$ cat src/design/uslp_frame_sync_vcid_length_core_macros.svh
// ----------------------------------------------------------------------------
// USLP frame sync assertion macros
// Shared concurrent assertion forms, clocked on i_clk, held off during reset.
// ----------------------------------------------------------------------------
`ifndef USLP_FRAME_SYNC_VCID_LENGTH_CORE_MACROS_SVH
`define USLP_FRAME_SYNC_VCID_LENGTH_CORE_MACROS_SVH

// The consequent must hold in the same cycle as the antecedent.
`define USLP_ASSERT_SAME(lbl, pre, post, msg) \
    lbl: assert property (@(posedge i_clk) disable iff (!i_rst_n) (pre) |-> (post)) \
        else $error(msg);

// The consequent must hold in the cycle after the antecedent.
`define USLP_ASSERT_NEXT(lbl, pre, post, msg) \
    lbl: assert property (@(posedge i_clk) disable iff (!i_rst_n) (pre) |=> (post)) \
        else $error(msg);

`endif

$ cat src/design/uslp_pkg.sv
// ----------------------------------------------------------------------------
// USLP frame sync package
// Field widths, table limits, register indexes and the output queue entry.
// ----------------------------------------------------------------------------
package uslp_pkg;

    // Field widths.
    localparam int BYTE_W   = 8;
    localparam int CHAN_W   = 6;
    localparam int LEN_W    = 12;
    localparam int FV_W     = 4;
    localparam int SCID_W   = 16;
    localparam int CFG_W    = 16;
    localparam int CFG_IDX_W = 1;

    // Stream bus widths.
    localparam int S_TDATA_W = 32;
    localparam int M_TDATA_W = 16;

    // Table and frame limits.
    localparam int CHANNEL_COUNT   = 64;
    localparam int TABLE_DEPTH     = 64;
    localparam int MAX_FRAME_BYTES = 2048;
    localparam int HEADER_BYTES    = 4;

    // Output queue.
    localparam int QDEPTH  = 4;
    localparam int QPTR_W  = 2;
    localparam int QCNT_W  = 3;

    // Reset values of the configuration registers.
    localparam logic [FV_W-1:0]   FV_RESET   = 4'd12;
    localparam logic [SCID_W-1:0] SCID_RESET = 16'd0;

    // Configuration register indexes.
    localparam logic [CFG_IDX_W-1:0] REG_FRAME_VERSION = 1'd0;
    localparam logic [CFG_IDX_W-1:0] REG_SPACECRAFT_ID = 1'd1;

    // Input command codes.
    localparam logic CMD_DATA  = 1'b0;
    localparam logic CMD_TABLE = 1'b1;

    // Output kind codes.
    localparam logic KIND_FRAME = 1'b0;
    localparam logic KIND_SKIP  = 1'b1;

    // One queue entry: a single result, or the four header bytes as a burst.
    typedef struct packed {
        logic                        kind;
        logic                        last;
        logic [1:0]                  cnt_m1;
        logic [CHAN_W-1:0]           chan;
        logic [3:0][BYTE_W-1:0]      bytes;
    } t_entry;

endpackage

$ cat src/design/uslp_frame_sync_vcid_length_core.sv
// ----------------------------------------------------------------------------
// USLP frame sync with per-channel length table
// Hunts a byte stream for the version and spacecraft id marker, looks up the
// virtual channel's frame length and passes the located frame on.
// ----------------------------------------------------------------------------
// The block accepts one input item per clock while the output queue has room.
// A data item's table read is issued from the length memory in the cycle it
// is accepted, and the item is resolved in the next cycle, where it updates
// the hunting window and frame counters and writes at most one entry into a
// four-entry output queue; a table command item writes the memory at
// acceptance. Each entry leaves as one output item per cycle while the
// output is ready, except a located header, which leaves as four; so the
// input stalls when the queue has no room, as while a header burst drains or
// the output holds back. The table is cleared at reset through per-entry
// valid bits, with no clearing pass.
`include "uslp_frame_sync_vcid_length_core_macros.svh"

module uslp_frame_sync_vcid_length_core
    import uslp_pkg::*;
(
    input  logic                  i_clk,
    input  logic                  i_rst_n,
    // Configuration write port.
    input  logic                  i_cfg_wen,
    input  logic [CFG_IDX_W-1:0]  i_cfg_index,
    input  logic [CFG_W-1:0]      i_cfg_wdata,
    // Input stream.
    input  logic                  i_s_axis_tvalid,
    output logic                  o_s_axis_tready,
    // [7:0] data_byte, [13:8] table_channel, [25:14] table_length, [31:26] zero
    input  logic [S_TDATA_W-1:0]  i_s_axis_tdata,
    // [0] command
    input  logic                  i_s_axis_tuser,
    // Output stream.
    output logic                  o_m_axis_tvalid,
    input  logic                  i_m_axis_tready,
    // [7:0] frame_byte, [13:8] channel, [15:14] zero
    output logic [M_TDATA_W-1:0]  o_m_axis_tdata,
    // [0] kind
    output logic                  o_m_axis_tuser,
    output logic                  o_m_axis_tlast
);

    localparam logic [LEN_W-1:0] MAX_LEN = LEN_W'(MAX_FRAME_BYTES);
    localparam logic [LEN_W-1:0] HDR_LEN = LEN_W'(HEADER_BYTES);

    // Input fields.
    logic [BYTE_W-1:0] in_byte;
    logic [CHAN_W-1:0] in_chan;
    logic [LEN_W-1:0]  in_len;
    logic              in_acc;

    assign in_byte = i_s_axis_tdata[7:0];
    assign in_chan = i_s_axis_tdata[13:8];
    assign in_len  = i_s_axis_tdata[25:14];
    assign in_acc  = i_s_axis_tvalid && o_s_axis_tready;

    // Configuration registers.
    logic [FV_W-1:0]   r_fv;
    logic [SCID_W-1:0] r_scid;

    always_ff @(posedge i_clk) begin
        if (!i_rst_n) begin
            r_fv   <= FV_RESET;
            r_scid <= SCID_RESET;
        end else if (i_cfg_wen) begin
            case (i_cfg_index)
                REG_FRAME_VERSION: r_fv   <= i_cfg_wdata[FV_W-1:0];
                REG_SPACECRAFT_ID: r_scid <= i_cfg_wdata[SCID_W-1:0];
                default: ;
            endcase
        end
    end

    // Architectural hunting and frame state, as left by the resolved items.
    logic [23:0]       r_win,    n_win;
    logic [1:0]        r_fill,   n_fill;
    logic              r_in_frame, n_in_frame;
    logic [LEN_W-1:0]  r_left,   n_left;
    logic [CHAN_W-1:0] r_cur_ch, n_cur_ch;

    // Resolve stage: the item accepted in the previous cycle.
    logic              r_s1_valid;
    logic              r_s1_cmd;
    logic [BYTE_W-1:0] r_s1_byte;

    // Length table and its valid bits.
    logic [LEN_W-1:0]       r_mem [TABLE_DEPTH];
    logic [TABLE_DEPTH-1:0] r_tvalid;
    logic [LEN_W-1:0]       r_rd_data;
    logic                   r_rd_valid;
    logic [CHAN_W-1:0]      rd_addr;
    logic [BYTE_W-1:0]      eff_b2;
    logic                   tbl_wr;

    // The byte that will be the newest window byte once the resolve stage has
    // shifted; when the window is cleared instead, no match is possible.
    assign eff_b2  = (r_s1_valid && (r_s1_cmd == CMD_DATA)) ? r_s1_byte : r_win[7:0];
    assign rd_addr = {eff_b2[2:0], in_byte[7:5]};
    assign tbl_wr  = in_acc && (i_s_axis_tuser == CMD_TABLE)
                     && ({1'b0, in_chan} < 7'(CHANNEL_COUNT));

    // Table write at command acceptance, read at data acceptance.
    always_ff @(posedge i_clk) begin
        if (tbl_wr) begin
            r_mem[in_chan] <= in_len;
        end
        if (in_acc && (i_s_axis_tuser == CMD_DATA)) begin
            r_rd_data <= r_mem[rd_addr];
        end
    end

    always_ff @(posedge i_clk) begin
        if (!i_rst_n) begin
            r_tvalid   <= '0;
            r_rd_valid <= 1'b0;
        end else begin
            if (tbl_wr) begin
                r_tvalid[in_chan] <= 1'b1;
            end
            if (in_acc && (i_s_axis_tuser == CMD_DATA)) begin
                r_rd_valid <= r_tvalid[rd_addr];
            end
        end
    end

    // Stage register.
    always_ff @(posedge i_clk) begin
        if (!i_rst_n) begin
            r_s1_valid <= 1'b0;
        end else begin
            r_s1_valid <= in_acc;
        end
    end

    always_ff @(posedge i_clk) begin
        if (in_acc) begin
            r_s1_cmd  <= i_s_axis_tuser;
            r_s1_byte <= in_byte;
        end
    end

    // Resolve the staged data item against the window and the table entry.
    logic              push;
    t_entry            n_entry;
    logic              hdr_match;
    logic [CHAN_W-1:0] vcid;
    logic [LEN_W-1:0]  len_raw, len_sat;
    logic [23:0]       win_shift;

    assign vcid      = {r_win[2:0], r_s1_byte[7:5]};
    assign len_raw   = r_rd_valid ? r_rd_data : '0;
    assign len_sat   = (({1'b0, vcid} < 7'(CHANNEL_COUNT)) && (len_raw > MAX_LEN)) ? MAX_LEN
                       : (({1'b0, vcid} < 7'(CHANNEL_COUNT)) ? len_raw : '0);
    assign win_shift = {r_win[15:0], r_s1_byte};
    assign hdr_match = (r_fill == 2'd3)
                       && (r_win[23:16] == {r_fv, r_scid[15:12]})
                       && (r_win[15:8]  == r_scid[11:4])
                       && (r_win[7:4]   == r_scid[3:0]);

    always_comb begin
        n_win      = r_win;
        n_fill     = r_fill;
        n_in_frame = r_in_frame;
        n_left     = r_left;
        n_cur_ch   = r_cur_ch;
        push       = 1'b0;
        n_entry    = '0;
        if (r_s1_valid && (r_s1_cmd == CMD_DATA)) begin
            if (r_in_frame) begin
                // Pass one frame byte; the final one ends the frame.
                push           = 1'b1;
                n_entry.kind   = KIND_FRAME;
                n_entry.cnt_m1 = 2'd0;
                n_entry.chan   = r_cur_ch;
                n_entry.bytes[0] = r_s1_byte;
                n_entry.last   = (r_left <= LEN_W'(1));
                if (r_left <= LEN_W'(1)) begin
                    n_in_frame = 1'b0;
                    n_left     = '0;
                    n_win      = '0;
                    n_fill     = 2'd0;
                end else begin
                    n_left = r_left - LEN_W'(1);
                end
            end else if (!hdr_match) begin
                n_win  = win_shift;
                n_fill = (r_fill == 2'd3) ? 2'd3 : r_fill + 2'd1;
            end else if (len_sat < HDR_LEN) begin
                // Unknown channel or a length too short: report the skip and keep hunting.
                push           = 1'b1;
                n_entry.kind   = KIND_SKIP;
                n_entry.cnt_m1 = 2'd0;
                n_entry.chan   = vcid;
                n_entry.last   = 1'b1;
                n_win          = win_shift;
            end else begin
                // Header located: the four header bytes leave as one burst.
                push             = 1'b1;
                n_entry.kind     = KIND_FRAME;
                n_entry.cnt_m1   = 2'd3;
                n_entry.chan     = vcid;
                n_entry.bytes[0] = r_win[23:16];
                n_entry.bytes[1] = r_win[15:8];
                n_entry.bytes[2] = r_win[7:0];
                n_entry.bytes[3] = r_s1_byte;
                n_entry.last     = (len_sat == HDR_LEN);
                n_win            = '0;
                n_fill           = 2'd0;
                if (len_sat > HDR_LEN) begin
                    n_in_frame = 1'b1;
                    n_left     = len_sat - HDR_LEN;
                    n_cur_ch   = vcid;
                end
            end
        end
    end

    always_ff @(posedge i_clk) begin
        if (!i_rst_n) begin
            r_win      <= '0;
            r_fill     <= 2'd0;
            r_in_frame <= 1'b0;
            r_left     <= '0;
            r_cur_ch   <= '0;
        end else begin
            r_win      <= n_win;
            r_fill     <= n_fill;
            r_in_frame <= n_in_frame;
            r_left     <= n_left;
            r_cur_ch   <= n_cur_ch;
        end
    end

    // Output queue with a burst serializer at its head.
    t_entry            r_q [QDEPTH];
    logic [QPTR_W-1:0] r_wr_ptr, r_rd_ptr;
    logic [QCNT_W-1:0] r_count;
    logic [1:0]        r_idx;
    t_entry            head;
    logic              out_acc;
    logic              pop;

    assign head    = r_q[r_rd_ptr];
    assign out_acc = o_m_axis_tvalid && i_m_axis_tready;
    assign pop     = out_acc && (r_idx == head.cnt_m1);

    // Room for the staged item and for the one being accepted.
    assign o_s_axis_tready = (r_count + QCNT_W'(r_s1_valid)) < QCNT_W'(QDEPTH);

    always_ff @(posedge i_clk) begin
        if (push) begin
            r_q[r_wr_ptr] <= n_entry;
        end
    end

    always_ff @(posedge i_clk) begin
        if (!i_rst_n) begin
            r_wr_ptr <= '0;
            r_rd_ptr <= '0;
            r_count  <= '0;
            r_idx    <= 2'd0;
        end else begin
            if (push) begin
                r_wr_ptr <= r_wr_ptr + QPTR_W'(1);
            end
            if (pop) begin
                r_rd_ptr <= r_rd_ptr + QPTR_W'(1);
                r_idx    <= 2'd0;
            end else if (out_acc) begin
                r_idx <= r_idx + 2'd1;
            end
            r_count <= r_count + QCNT_W'(push) - QCNT_W'(pop);
        end
    end

    assign o_m_axis_tvalid = (r_count != '0);
    assign o_m_axis_tdata  = {2'b00, head.chan, head.bytes[r_idx]};
    assign o_m_axis_tuser  = head.kind;
    assign o_m_axis_tlast  = head.last && (r_idx == head.cnt_m1);

    // Checks on queue accounting and frame state.
    `USLP_ASSERT_SAME(a_queue_bound, 1'b1, r_count <= QCNT_W'(QDEPTH),
        "output queue count exceeds depth")
    `USLP_ASSERT_SAME(a_no_overflow, push, (r_count < QCNT_W'(QDEPTH)) || pop,
        "push into a full output queue")
    `USLP_ASSERT_SAME(a_frame_window_empty, r_in_frame, r_fill == 2'd0,
        "hunting window not empty inside a frame")
    `USLP_ASSERT_SAME(a_skip_single, o_m_axis_tvalid && (o_m_axis_tuser == KIND_SKIP),
        o_m_axis_tlast && (o_m_axis_tdata[7:0] == 8'd0), "skip report not a single last item")
    `USLP_ASSERT_NEXT(a_burst_advance, out_acc && !pop, o_m_axis_tvalid && (r_idx != 2'd0),
        "header burst lost its head")

endmodule

$ cat config.mk
export PLATFORM = sky130hd
export DESIGN_NAME = uslp_frame_sync_vcid_length_core
export DESIGN_NICKNAME = d
export VERILOG_FILES = /design/src/design/uslp_pkg.sv /design/src/design/uslp_frame_sync_vcid_length_core.sv
export VERILOG_INCLUDE_DIRS = /design/src /design/src/design
export SDC_FILE = /design/constraint.sdc
export NUM_CORES = 1
export LEC_CHECK = 0
export BUFFER_PORTS_ARGS = -buffer_cell sky130_fd_sc_hd__clkbuf_2
export CAP_MARGIN = 0
export CORE_MARGIN = 2
export CORE_UTILIZATION = 35
export DETAILED_ROUTE_END_ITERATION = 6
export PLACE_DENSITY = 0.55
export SLEW_MARGIN = 15
export SYNTH_ARGS = -nofsm -noshare
export SYNTH_HDL_FRONTEND = slang
export SYNTH_SLANG_ARGS = --single-unit
export TNS_END_PERCENT = 20
$ cat constraint.sdc
create_clock -name i_clk -period 8.9 [get_ports i_clk]
set_input_delay 1.335 -clock i_clk [delete_from_list [all_inputs] [get_ports i_clk]]
set_output_delay 1.335 -clock i_clk [all_outputs]
set_load 0.1 [all_outputs]
==> impl_metrics.ini, run 1 <==
[synthesis]
synth.distinct_cells = 70
post_synth_adder_cell_area_pct = 0.339
synth_compound_gate_area_share_pct = 3.88
yosysWarningCount = 0
synthesis.area_um2 = 42800
synth_xor_area_share_pct = 0.573
synth_simple_gate_area_share_pct = 3.73
synth.area.mux_share_pct = 16.5
ys_seq_area_share_pct = 73.4
synth_edf_count = 953
post_syn_instances = 2172
synth-async-reset-ratio_pct = 0
synth.ff_latch_count = 1095
syn-mean-instance-area_um2 = 19.7
dominantRegCellSynth = sky130_fd_sc_hd__edfxtp_1
largest_family_of_logic_cells_by_synthesized_area = multiplexers

[sta]
max_freq_mhz = 220
setup_viol_count_final = 0
grt_setup_unrepaired = false
post-route-period-util_pct = 51.0
worst_pin_slew_ns = 1.11
total_count_of_max_transition_violations_in_the_final_report = 0
timing.setup.tns_ns = 0
worst_slew_margin_rel_pct = 25.6
finalWorstPathRequiredPeriod_ns = 4.54
timing.final.hold_violations = 0
skew_ns = 0.0286

[route]
final_antenna_net_count = 0
post_drt_via_cell_ratio = 5.19
vias = 20700
route.detailed.drc = 0
first_iter_violations = 1623
routedWlPerCell_um = 24.5
totalWireLength_um = 97600
detail_route.first_pass.iterations = 5

[critical_path]
cell_at_the_slowest_stage_of_the_critical_path = sky130_fd_sc_hd__buf_4
timing.critical_path.fanout_max = 41
cp_num_buf_inv = 2
crit_required_ns = 7.57
worst_path_most_repeated_cell = sky130_fd_sc_hd__mux4_2
critPathCaptureType = output port
critPathMaxStageDelay_ns = 0.63
setup.worst_path.class = flop to output port
critical-path-top-delay-family = multiplexers
timing.critical_path.arrival_ns = 3.20
timing.critical_path.from_type = flop
critical_path_cell_by_cell = buf_4, mux4_2, mux4_2, clkbuf_2

[final_layout]
final_design_area_no_fill_um2 = 48900
post_route_cells_drive_above_1_share_pct = 28.1
final-seq-area_um2 = 31500
layout_common_cells = sky130_fd_sc_hd__edfxtp_1, sky130_fd_sc_hd__mux4_2, sky130_fd_sc_hd__dfxtp_1, sky130_fd_sc_hd__clkbuf_16, sky130_fd_sc_hd__nand2_1
multi_input_area_um2 = 10900
layout-area-overhead-vs-synth_pct = 14.2
finalNetCount = 2334
fill_cells = 10700
final_core_utilization_pct = 40.2
commonest_non_fill_non_tap_cell_in_the_layout = sky130_fd_sc_hd__edfxtp_1

[floorplanning]
rows = 128
starting_density_pct = 35.2
fp.coreArea_um2 = 122000
design.die.area_um2 = 125000
die_height_um = 354
ios = 75
die_width_um = 354

[place]
placedInstanceArea_um2 = 45200
gp_congestion = 0.788
dp.final_hpwl_um = 57500
place.port_buffers = 66

[clock_network]
cts_sinks = 1095
number_of_clock_buffers_inserted_by_tritoncts = 110
cts_max_level = 3
cts_tree = built
bufs_on_longest_clock_path = 3
cts_hold_buf = 0
clk_latency_ns = 0.69
post_cts_resize_count = 0
clk_pin_slew_ns = 0.06
cts_setup_buffers = 0
cts_root_buffer = sky130_fd_sc_hd__clkbuf_16

[flow_run]
timing.max_cap.violations = 0

[power_and_ir_drop]
p_leak_uw = 0.0149
power.ir.vdd_worst_v = 0.000156
clock_power_share_pct = 42.5
sw_power_uw = 2470
p_int_uw = 8690
power_density_nw_per_um2 = 228
power_switching_share_pct = 22.1
seqPwrFrac_pct = 50.8
p_comb_share_pct = 6.7

[global_route]
grt_pass1_vias = 21700
grt_antenna_before_repair = 2
grt_start_max_net_pins = 98
first_pass_grt_wire_length_um = 144000
grt_use_total_pct = 15.5
globalRoute.totalOverflow = 0

[outcome]
run_status = completed

[worst_hold_path]
min_path_type = flop to flop
==> state kept, by name, indices dropped and copies added (netlist names), named ones only <==
name	cells
r_mem	768
r_wr_ptr	2
r_s1_valid	1
r_fv	4
r_q	164
r_idx	2
r_s1_byte	8
r_tvalid	64
r_cur_ch	6
r_scid	16
r_s1_cmd	1
r_rd_ptr	2
r_in_frame	1
r_count	3
r_win	24
r_fill	2
r_rd_data	12
r_rd_valid	1
r_left	12
==> kinds of logic (layout without fill, tap and decap cells) <==
kind of cell    Yosys count  count (layout)
flops                  1095            1095
simple gates            332             332
mux                     324             324
compound gates          231             231
buf+inv                 150             339
xor+xnor                 28              28
fa+ha+maj                11              11
other cells               1               3
==> cell usage after synthesis, drive strengths merged, types with 3 or more instances <==
cell / count / area (µm²)
a211oi: 16 / 125
a21oi: 47 / 239
a22o: 32 / 280
a22oi: 3 / 22.5
a31oi: 20 / 140
and2: 41 / 257
buf: 57 / 310
clkbuf: 72 / 270
dfxtp: 142 / 2840
edfxtp: 953 / 28600
ha: 10 / 125
inv: 20 / 75.1
mux2i: 17 / 170
mux4: 305 / 6870
nand2: 98 / 370
nand2b: 4 / 25.0
nand3: 25 / 125
nand3b: 7 / 52.6
nand4: 9 / 56.3
nor2: 101 / 382
nor2b: 4 / 25.0
nor3: 10 / 50.1
nor4: 6 / 43.8
o211ai: 3 / 22.5
o21a: 69 / 518
o21ai: 22 / 118
o31ai: 4 / 30.0
o41ai: 4 / 61.3
or3: 5 / 31.3
or3b: 7 / 61.3
or4: 6 / 48.8
xnor2: 19 / 166
xor2: 9 / 78.8
==> metrics by stage <==
step	cells	hold WS [ns]	total power, µW	setup slack (ns)
final	3988	0.452	11200	4.36
after global routing	3987	0.471	11500	4.13
after CTS	3987	0.454	11300	4.26
after detailed placement	3781	0.446	6540	3.71
after global placement	3781	0.437	6520	3.80
after floorplan	2173	0.428	6270	4.87
==> worst register-to-register path, cell delays in order, from the launching register on <==
cell                       delay (ns)
sky130_fd_sc_hd__dfxtp_1         0.59
sky130_fd_sc_hd__mux2_4          0.63
sky130_fd_sc_hd__buf_4           0.75
sky130_fd_sc_hd__mux4_2          0.69
sky130_fd_sc_hd__and2_1          0.20
sky130_fd_sc_hd__a211oi_1        0.66
sky130_fd_sc_hd__a31oi_1         0.17
==> path summary, 6_finish.rpt <==
kind	cells after the start	startpoint	slack [ns]	to
worst max-delay path	4	flop	4.36	o_m_axis_tdata[4]
worst min-delay path	2	r_cur_ch[1]$_SDFFE_PN0P_	0.45	r_cur_ch[1]$_SDFFE_PN0P_
worst max register to register	6	r_win[0]$_SDFFE_PN0P_	4.91	r_rd_data[5]$_DFFE_PP_
worst min register to register	2	r_cur_ch[1]$_SDFFE_PN0P_	0.45	r_cur_ch[1]$_SDFFE_PN0P_
==> final cells by class <==
cell class,count,area share [%]
flip-flops and latches,1095,64.3
inverters,21,0.161
multi-input cells,928,22.3
diodes,1,0.00512
well taps,1625,4.16
clock inverters,50,1.17
repair buffers,112,1.48
clock buffers,156,6.45
==> power groups by stage <==
stage,Sequential [µW],Clock [µW],Combinational (µW)
2_1_floorplan,5750,0,524
3_3_place_gp,5770,0,751
3_5_place_dp,5770,0,764
4_1_cts,5670,4840,765
5_1_grt,5670,5030,809
6_report,5660,4740,753
==> per-layer routing <==
layer	GRT usage, %	vias up	wire (µm)
met5	0	-	0
met4	4.66	0	2420
met3	2.72	145	5280
met2	25.3	527	47400
met1	21.4	11000	42500
li1	-	9067	-
(Power assumes the default switching activity.)
==> inputs of run 2 (changes only) <==
==> constraint.sdc (replaced) <==
create_clock -name i_clk -period 4.5 [get_ports i_clk]
set_input_delay 0.675 -clock i_clk [delete_from_list [all_inputs] [get_ports i_clk]]
set_output_delay 0.675 -clock i_clk [all_outputs]
set_load 0.1 [all_outputs]
==> impl_metrics.ini, run 2 (synthesis results as in run 1) <==
[final_layout]
largest_register_ff_count = 768
layout-area-overhead-vs-synth_pct = 15.3
layout_common_cells = sky130_fd_sc_hd__edfxtp_1, sky130_fd_sc_hd__mux4_2, sky130_fd_sc_hd__dfxtp_1, sky130_fd_sc_hd__clkbuf_16, sky130_fd_sc_hd__buf_4
commonest_non_fill_non_tap_cell_in_the_layout = sky130_fd_sc_hd__edfxtp_1
regs_by_ff_count = r_mem: 768 flops, r_q: 164 flops, r_tvalid: 64 flops
registers.top_by_ff_count = r_mem
post_route_cells_drive_above_1_share_pct = 29.1
finalNetCount = 2400
final_core_utilization_pct = 40.6

[power_and_ir_drop]
power_density_nw_per_um2 = 446
p_leak_uw = 0.0152
fin_total_pwr_uw = 22000
power.ir.vdd_worst_v = 0.000409

[route]
routedWlPerCell_um = 24.9
totalWireLength_um = 101000
first_iter_violations = 1859
vias = 21400
detail_route.first_pass.iterations = 6
final_antenna_net_count = 0
route.detailed.drc = 0
post_drt_via_cell_ratio = 5.27

[clock_network]
cts_hold_buf = 0
cts_sinks = 1095
cts_max_level = 3
cts_setup_buffers = 0
clk_pin_slew_ns = 0.06
post_cts_resize_count = 0
bufs_on_longest_clock_path = 3
cts_tree = built
number_of_clock_buffers_inserted_by_tritoncts = 113
clk_latency_ns = 0.70
cts_root_buffer = sky130_fd_sc_hd__clkbuf_16

[critical_path]
crit_required_ns = 3.83
setup.worst_path.class = flop to output port
reg2reg_setup_slack_ns = 1.32
timing.critical_path.fanout_max = 28
critPathCaptureType = output port
timing.critical_path.from_type = flop
regToRegStartpoint = r_win[14]$_SDFFE_PN0P_
worst-r2r-cell-count = 9
rr_endpoint = r_q[2][8]$_DFFE_PP_
timing.critical_path.arrival_ns = 3.17

[sta]
finalWorstPathRequiredPeriod_ns = 3.85
setup_viol_count_final = 0
timing.setup.tns_ns = 0
post-route-period-util_pct = 85.5
worst_slew_margin_rel_pct = 28.0
timing.final.hold_violations = 0
worst_pin_slew_ns = 1.08
grt_setup_unrepaired = false
layout_setup_ws_ns = 0.655
total_count_of_max_transition_violations_in_the_final_report = 0
skew_ns = 0.0381
max_freq_mhz = 260

[global_route]
grt_antenna_before_repair = 4
grt_use_total_pct = 16.1
grt_start_max_net_pins = 108
grt_pass1_vias = 22300
globalRoute.totalOverflow = 0
first_pass_grt_wire_length_um = 150000

[place]
dp.final_hpwl_um = 60800
place.port_buffers = 66
gp_congestion = 0.820
place_worst_setup_slack_ns = 0.925

[floorplanning]
die_width_um = 354
starting_density_pct = 35.2
fp.coreArea_um2 = 122000
rows = 128
die_height_um = 354
ios = 75
design.die.area_um2 = 125000

[worst_hold_path]
worstHoldEndpoint = r_s1_byte[1]$_DFFE_PP_
hold-path-cell-count = 1
min_path_type = input port to flop
min-delay-start = i_s_axis_tdata[1]

[outcome]
run_status = completed

[flow_run]
timing.max_cap.violations = 0
[run 2: per-stage QoR]
step	instances	area, µm²	hold slack [ns]
global route	4056	49400	0.125
CTS	4055	49400	0.107
detailed placement	3844	45700	0.440
finish	4057	49400	0.168
floorplan	2173	42800	0.428
global placement	3844	45700	0.438
[run 2: worst max-delay path, stage by stage, from the launching register on]
cell and delay (ns):
sky130_fd_sc_hd__dfxtp_2 0.68, sky130_fd_sc_hd__buf_12 0.31, sky130_fd_sc_hd__mux4_2 0.55, sky130_fd_sc_hd__mux4_2 0.52, sky130_fd_sc_hd__clkbuf_2 0.40
[run 2: worst max-delay path by stage]
| stage | from | endpoint | slack [ns] | depth (start not counted) |
|---|---|---|---|---|
| after floorplan | r_count[1]$_SDFF_PN0_ | r_mem[25][0]$_DFFE_PP_ | 0.56 | 6 |
| after detailed placement | i_s_axis_tdata[5] | r_rd_data[11]$_DFFE_PP_ | 0.93 | 6 |
| final | flop | o_m_axis_tdata[4] | 0.65 | 4 |
| after global placement | i_s_axis_tdata[5] | r_rd_data[11]$_DFFE_PP_ | 0.99 | 6 |
| after global routing | flop | o_m_axis_tdata[6] | 0.47 | 4 |
| after CTS | flop | o_m_axis_tdata[4] | 0.55 | 4 |
[run 2: metal layers]
metal  track usage, %  routed length (µm)
met5                0                  10
met4             5.05                2960
met3             2.50                5350
met2             26.7               49500
met1             21.9               43000
[run 2: cell type report]
cell class              instances  area [µm²]
fillers                     10700       72200
flip-flops and latches       1095       31500
multi-input cells             928       10900
clock buffers                 144        3050
well taps                    1625        2030
repair buffers                175        1240
clock inverters                67         667
inverters                      21        78.8
diodes                          2        5.00
[run 2: report_power, final]
part	switching, µW	internal, µW
clock	3880	5410
sequential	101	11100
combinational	981	553
total	4960	17100
